File: src/cau_pkg.sv
// ----------------------------------------------------------------------------
// Complex arithmetic unit package
// Word types, command codes and fixed widths shared by the unit's modules.
// ----------------------------------------------------------------------------
package cau_pkg;

    localparam int CAU_PART_WIDTH    = 16;
    localparam int CAU_FRACTION_BITS = 8;
    // Three front stages, one stage per quotient bit, one output stage.
    localparam int CAU_LATENCY       = CAU_PART_WIDTH + 4;

    typedef enum logic [1:0] {
        CMD_ADD = 2'd0,
        CMD_SUB = 2'd1,
        CMD_MUL = 2'd2,
        CMD_DIV = 2'd3
    } cmd_t;

    typedef logic signed [CAU_PART_WIDTH-1:0] part_t;

    typedef struct packed {
        cmd_t  command;
        part_t a_real;
        part_t a_imag;
        part_t b_real;
        part_t b_imag;
    } in_word_t;

    typedef struct packed {
        part_t result_real;
        part_t result_imag;
        logic  overflow;
        logic  divide_by_zero;
    } out_word_t;

    typedef struct packed {
        logic valid;
        logic is_div;
        logic dz;
        logic neg_re;
        logic neg_im;
        logic ovf_re;
        logic ovf_im;
    } div_ctrl_t;

endpackage

File: src/cau_front.sv
// ----------------------------------------------------------------------------
// Complex arithmetic unit front end
// Products, sums, direct results and divider set-up over three stages.
// ----------------------------------------------------------------------------
module cau_front
    import cau_pkg::*;
#(
    parameter int FRACTION_BITS = CAU_FRACTION_BITS
)
(
    input  logic                                            clk,
    input  logic                                            rst_n,
    input  logic                                            in_valid,
    input  in_word_t                                        in_word,
    output div_ctrl_t                                       ctrl,
    output out_word_t                                       direct,
    output logic [3*CAU_PART_WIDTH+FRACTION_BITS+1:0]       rem_re,
    output logic [3*CAU_PART_WIDTH+FRACTION_BITS+1:0]       rem_im,
    output logic [2*CAU_PART_WIDTH:0]                       den
);

    localparam int W  = CAU_PART_WIDTH;
    localparam int PW = 2 * W;
    localparam int SW = 2 * W + 1;
    localparam int DW = 2 * W + 1;
    localparam int XW = 3 * W + FRACTION_BITS + 2;

    localparam logic signed [SW-1:0] SAT_MAX = {{(W + 2){1'b0}}, {(W - 1){1'b1}}};
    localparam logic signed [SW-1:0] SAT_MIN = {{(W + 2){1'b1}}, {(W - 1){1'b0}}};

    // Stage 1 registers.
    logic                 valid1_reg;
    cmd_t                 cmd1_reg;
    logic signed [PW-1:0] p_rr_reg, p_ii_reg, p_ri_reg, p_ir_reg, p_bb_r_reg, p_bb_i_reg;
    logic signed [W:0]    as_re_reg, as_im_reg;
    logic signed [W:0]    as_re_next, as_im_next;

    // Stage 2 registers.
    logic                 valid2_reg;
    cmd_t                 cmd2_reg;
    logic signed [SW-1:0] sum_re_reg, sum_im_reg, sum_re_next, sum_im_next;
    logic [DW-1:0]        den2_reg;

    // Stage 3 registers.
    div_ctrl_t            ctrl_reg, ctrl_next;
    out_word_t            direct_reg, direct_next;
    logic [XW-1:0]        rem_re_reg, rem_im_reg, rem_re_next, rem_im_next;
    logic [DW-1:0]        den_reg;

    function automatic logic [SW:0] sat_wide(input logic signed [SW-1:0] v);
        logic signed [SW-1:0] s;
        logic                 o;
        s = v;
        o = 1'b0;
        if (v > SAT_MAX)
        begin
            s = SAT_MAX;
            o = 1'b1;
        end
        else if (v < SAT_MIN)
        begin
            s = SAT_MIN;
            o = 1'b1;
        end
        return {o, s};
    endfunction

    always_comb
    begin
        if (in_word.command == CMD_SUB)
        begin
            as_re_next = (W + 1)'(in_word.a_real) - (W + 1)'(in_word.b_real);
            as_im_next = (W + 1)'(in_word.a_imag) - (W + 1)'(in_word.b_imag);
        end
        else
        begin
            as_re_next = (W + 1)'(in_word.a_real) + (W + 1)'(in_word.b_real);
            as_im_next = (W + 1)'(in_word.a_imag) + (W + 1)'(in_word.b_imag);
        end
    end

    always_ff @(posedge clk or negedge rst_n)
    begin
        if (!rst_n)
        begin
            valid1_reg <= 1'b0;
            valid2_reg <= 1'b0;
            ctrl_reg   <= '0;
        end
        else
        begin
            valid1_reg <= in_valid;
            valid2_reg <= valid1_reg;
            ctrl_reg   <= ctrl_next;
        end
    end

    always_ff @(posedge clk)
    begin
        cmd1_reg   <= in_word.command;
        p_rr_reg   <= in_word.a_real * in_word.b_real;
        p_ii_reg   <= in_word.a_imag * in_word.b_imag;
        p_ri_reg   <= in_word.a_real * in_word.b_imag;
        p_ir_reg   <= in_word.a_imag * in_word.b_real;
        p_bb_r_reg <= in_word.b_real * in_word.b_real;
        p_bb_i_reg <= in_word.b_imag * in_word.b_imag;
        as_re_reg  <= as_re_next;
        as_im_reg  <= as_im_next;

        cmd2_reg   <= cmd1_reg;
        sum_re_reg <= sum_re_next;
        sum_im_reg <= sum_im_next;
        den2_reg   <= DW'($unsigned(p_bb_r_reg)) + DW'($unsigned(p_bb_i_reg));

        direct_reg <= direct_next;
        rem_re_reg <= rem_re_next;
        rem_im_reg <= rem_im_next;
        den_reg    <= den2_reg;
    end

    always_comb
    begin
        unique case (cmd1_reg)
            CMD_MUL:
            begin
                sum_re_next = SW'(p_rr_reg) - SW'(p_ii_reg);
                sum_im_next = SW'(p_ri_reg) + SW'(p_ir_reg);
            end
            CMD_DIV:
            begin
                sum_re_next = SW'(p_rr_reg) + SW'(p_ii_reg);
                sum_im_next = SW'(p_ir_reg) - SW'(p_ri_reg);
            end
            default:
            begin
                sum_re_next = SW'(as_re_reg);
                sum_im_next = SW'(as_im_reg);
            end
        endcase
    end

    always_comb
    begin
        logic [SW-1:0]        mag_re, mag_im;
        logic [XW-1:0]        limit;
        logic signed [SW-1:0] v_re, v_im;
        logic [SW:0]          s_re, s_im;

        mag_re = sum_re_reg[SW-1] ? SW'(-sum_re_reg) : SW'(sum_re_reg);
        mag_im = sum_im_reg[SW-1] ? SW'(-sum_im_reg) : SW'(sum_im_reg);
        rem_re_next = XW'(mag_re) << FRACTION_BITS;
        rem_im_next = XW'(mag_im) << FRACTION_BITS;
        // The quotient cannot fit the part when numerator reaches den * 2^W.
        limit = XW'(den2_reg) << W;

        ctrl_next.valid  = valid2_reg;
        ctrl_next.is_div = (cmd2_reg == CMD_DIV);
        ctrl_next.dz     = (den2_reg == '0);
        ctrl_next.neg_re = sum_re_reg[SW-1];
        ctrl_next.neg_im = sum_im_reg[SW-1];
        ctrl_next.ovf_re = (rem_re_next >= limit);
        ctrl_next.ovf_im = (rem_im_next >= limit);

        if (cmd2_reg == CMD_MUL)
        begin
            v_re = sum_re_reg >>> FRACTION_BITS;
            v_im = sum_im_reg >>> FRACTION_BITS;
        end
        else
        begin
            v_re = sum_re_reg;
            v_im = sum_im_reg;
        end
        s_re = sat_wide(v_re);
        s_im = sat_wide(v_im);
        direct_next.result_real    = s_re[W-1:0];
        direct_next.result_imag    = s_im[W-1:0];
        direct_next.overflow       = s_re[SW] | s_im[SW];
        direct_next.divide_by_zero = 1'b0;
    end

    assign ctrl   = ctrl_reg;
    assign direct = direct_reg;
    assign rem_re = rem_re_reg;
    assign rem_im = rem_im_reg;
    assign den    = den_reg;

endmodule

File: config.mk
export PLATFORM = sky130hd
export DESIGN_NAME = cau_front
export DESIGN_NICKNAME = d
export VERILOG_FILES = /design/src/cau_pkg.sv /design/src/cau_front.sv
export SDC_FILE = /design/constraint.sdc
export NUM_CORES = 2
export LEC_CHECK = 0
export BUFFER_PORTS_ARGS = -buffer_cell sky130_fd_sc_hd__buf_2
export CAP_MARGIN = 20
export CORE_UTILIZATION = 46
export CTS_BUF_LIST = sky130_fd_sc_hd__clkbuf_4 sky130_fd_sc_hd__clkbuf_8
export DETAILED_ROUTE_END_ITERATION = 7
export SYNTH_ARGS = -nofsm -noshare
export SYNTH_HDL_FRONTEND = slang
export SYNTH_SLANG_ARGS = --single-unit
File: constraint.sdc
create_clock -name clk -period 9.73 [get_ports clk]
set_input_delay 1.946 -clock clk [delete_from_list [all_inputs] [get_ports clk]]
set_output_delay 1.946 -clock clk [all_outputs]
set_load 0.02 [all_outputs]
# == After elaboration in Yosys (flattened, before gate mapping) ==
# Cells that the tools add are included.
# totals
output_inout_bits,190
wordCells,72
regBits,470
in_bits,69
# op_classes
bitwise,1
eq_ne,5
reduce_logical,1
n_addsub,11
muxes,14
mul,6
order_cmp,6
# ops
operator,n
$mul 16x16->32,6
$pmux 33 s2,2
$add 32x32->33,3
$ge 41x49->1,2
$gt 33x16->1 const B,2
$lt 33x16->1 const B,2
$mux 33,2
$neg 33->33,2
$sub 32x32->33,2
$mux 32,2
$add 16x16->17,2
$mux 17,2
$sub 16x16->17,2
$logic_not 33->1,1
$mux 16,2
$eq 2x2->1 const B,4
$mux 1,4
$eq 2x1->1 const B,1
$or 1x1->1,1

# == Logic depth before layout (Yosys ltp) ==
# depth
depth_word,6
ltp_mapped,27

# == Worst setup path before layout ==
# Ideal clock, no wire load.
# synth_timing
path_type,input to register
start,input in_word[21] (netlist bit)
end,register p_ir_reg[31]
n_path_buf,3
arrival_ps,8182
slack_ps,1428
setup_ps,120
cell_stages,24
required_ps,9610
path_cell_list,clkbuf_1 clkbuf_1 clkbuf_1 nand2_1 fa_1 inv_1 fa_1 fa_1 fa_1 fa_1 inv_1 fa_1 inv_1 ha_1 and4_1 nand2_1 o211ai_1 a21oi_1 o21ai_0 a41o_1 or4_1 a31oi_1 a21oi_1 xnor2_1
# synth_between
elab_chain_len,1
# synth_lines
element,line,rtl
start: declaration,cau_front.sv:14,"input in_word_t in_word,"
$mul 16x16->32,cau_front.sv:104,p_ir_reg <= in_word.a_imag * in_word.b_real;
end signal: assignment,cau_front.sv:104,
end: declaration,cau_front.sv:34,"logic signed [PW-1:0] p_rr_reg, p_ii_reg, p_ri_reg, p_ir_reg, p_bb_r_reg, p_bb_i_reg;"
# No other way between the ends.
# A chain may end at the register's enable or synchronous reset.

# == Final worst setup path ==
# layout_timing
start,input in_word[17] (netlist bit)
end,register p_rr_reg[31]
# layout_between
elab_chain_len,1
# layout_lines
element,line,rtl
$mul 16x16->32,cau_front.sv:101,p_rr_reg <= in_word.a_real * in_word.b_real;
end signal: assignment,cau_front.sv:101,
end: declaration,cau_front.sv:34,
# No other way between the ends.

==> results.yml <==
clocking:
  h-tree-depth: 3
  cts_root_buf: "clkbuf_8"
  cts_buffers: 86
  clk_pin_slew_worst_paths_ns: 0.06
  hold_buffers: 0
  cts_resized: 0
  clock-sinks: 468
  cts_tree: "done"
  cts_buffer_depth: 3
  clock_latency_ns: 0.77
  post_cts_buffers: 0
critical_path:
  crit_type: "input pin to register"
  required_ns: 10.38
  reg2reg_from: "cmd1_reg[1]$_DFF_P_"
  cp-start-kind: "input pin"
  r2r-end: "sum_re_reg[32]$_DFF_P_"
  endpoint_kind: "register"
  ff2ff_setup_slack_ns: 3.25
  crit_arrival_ns: 9.02
  reg2regPathDepth: 16
  critPathMaxFanout: 26
min_path:
  min_path_type: "register to register"
  holdPathStages: 0
  holdPathEnd: "valid2_reg$_DFF_PN0_"
  min_from: "valid1_reg$_DFF_PN0_"
placement:
  dp_hpwl_um: 183200
  port_buffers: 207
  gp_routability_congestion: 0.9713
sta:
  tns_ns: 0
  fin_crit_sh_pct: 86.02
  setup_viol: 0
  max_freq_ghz: 0.1195
  max-slew-margin-rel_pct: 23.31
  slew_viol_final: 0
  worst_slew_pin_slew_ns: 1.142
  hold_viol: 0
  fin_skew_ns: 0.04484
  period_needed_ns: 8.369
  rsz0062_at_grt: "false"
routing:
  drt_pass1_iterations: 5
  routed_via_density: 5.211
  drtIter0Drc: 3730
  drt.antenna.violating_nets: 0
  wire_per_inst_um: 20.68
  wirelength_um: 223000
  remaining_drc_errors: 0
  via_count: 56183
global_routing:
  grt_max_degree: 47
  grt_pass1_vias: 59424
  antenna_found_initial: 22
  grt_pass1_wl_um: 347900
  grt_overflow_total: 0
  track_usage_pct: 27.01
die:
  rows: 150
  start_util_pct: 46.41
  dieWidth_um: 413.0
  fp.dieArea_um2: 170600
  num_io_pins: 259
  core-area_um2: 167400
  die_height_um: 413.0
synth:
  ys_warn_count: 0
  syn_inst: 8392
  seq_area_frac_synth_pct: 12.12
  syn-mean-instance-area_um2: 9.259
  async_flop_share_pct: 1.923
  synth_edf_count: 0
  synth-main-ff-cell: "dfxtp_1"
  syn-cell-area_um2: 77700
  ys_seq_elements: 468
  synth_cell_types: 76
cells_and_area:
  nFillCells: 15730
  final_cell_mix: "inv_1 (1856), fa_1 (1518), nand2_1 (776), ha_1 (697), and2_1 (533)"
  finalNetCount: 10788
  layout-drive-gt1-share_pct: 6.837
  final_common_cell: "inv_1"
  multi_input_area_um2: 59880
  seq_area_um2: 9415
  syn_to_final_growth_pct: 7.158
run_status:
  status: "completed"
run:
  drv_cap: 0
## final cells by class
cell class	count	area share (%)
Inverter	1867	8.417
Tap cell	2204	3.312
Multi-Input combinational cell	5736	71.92
Clock buffer	119	1.839
Sequential cell	468	11.31
Timing Repair Buffer	345	2.552
Clock inverter	36	0.6357
Antenna cell	6	0.01803
## worst max-delay path, cell delays in order
cell and delay [ns]:
buf_2 0.59, buf_4 0.30, nand2_1 0.09, fa_1 0.53, fa_1 0.52, fa_1 0.51, inv_1 0.05, fa_1 0.51
fa_1 0.50, inv_1 0.05, fa_1 0.48, inv_1 0.04, ha_1 0.32, a21o_1 0.18, a21o_1 0.18, a2111oi_0 0.36
a21boi_0 0.46, o31ai_1 0.22, nor4_1 0.36, o31ai_1 0.21, a41o_1 0.28, a21oi_1 0.16, xnor2_1 0.14
## how the worst max path moves through the flow
stage | from | end | depth (start not counted)
2_1_floorplan | in_word[21] | p_ir_reg[31]$_DFF_P_ | 24
3_3_place_gp | in_word[17] | p_rr_reg[31]$_DFF_P_ | 23
3_5_place_dp | in_word[17] | p_rr_reg[31]$_DFF_P_ | 23
4_1_cts | in_word[17] | p_rr_reg[31]$_DFF_P_ | 23
5_1_grt | in_word[17] | p_rr_reg[31]$_DFF_P_ | 23
6_report | in_word[17] | p_rr_reg[31]$_DFF_P_ | 23
## synth_stat cells (all sizes together), types with 33 or more instances
master  number  share of area (%)
inv       1859                9.0
fa        1518                 39
nand2      776                3.7
ha         697                 11
and2       533                4.3
dfxtp      459                 12
xnor2      375                4.2
nor2       331                1.6
clkbuf     289                1.4
a21oi      241                1.6
o21ai      169                1.1
a21o       163                1.6
xor2       114                1.3
buf         82               0.67
nor3        69               0.44
nand2b      52               0.43
nand3       52               0.33
o21a        51               0.49
o31ai       41               0.40
nor2b       40               0.32
nand4       38               0.31
o21bai      37               0.36
a31oi       34               0.27
and3        33               0.27
## per-layer routing
metal / track usage (%) / part of all wire [%]
met1: 34.65 / 41
met4: 12.91 / 5.2
met3: 5.218 / 7.0
met2: 43.79 / 46
met5: 0 / 0.073
## through the flow
step                worst slack (ns)  area [um^2]  cells  utilization (%)  hold slack (ns)
floorplan                      1.428        77890   8442                -           0.3290
global placement              0.8087        81140  10615            48.47           0.3415
detailed placement            0.7104        81150  10616            48.47           0.3441
CTS                            1.505        83210  10771            49.71           0.3551
global route                   1.057        83250  10778            49.73           0.3591
finish                         1.361        83260  10781            49.73           0.3513
## cells by family (layout without fill, tap and decap cells)
logic type	count (synthesis)	in the layout	synth area share, %
buf+inv	2238	2367	11.08
flops	468	468	12.12
other cells	1	57	0.004826
mux	48	48	0.6538
fa+ha+maj	2215	2215	50.34
compound gates	904	904	7.591
simple gates	2029	2029	12.70
xor+xnor	489	489	5.512
Power is not shown: default switching activity piles up to over one toggle a cycle in this logic, so the estimate is an artifact.
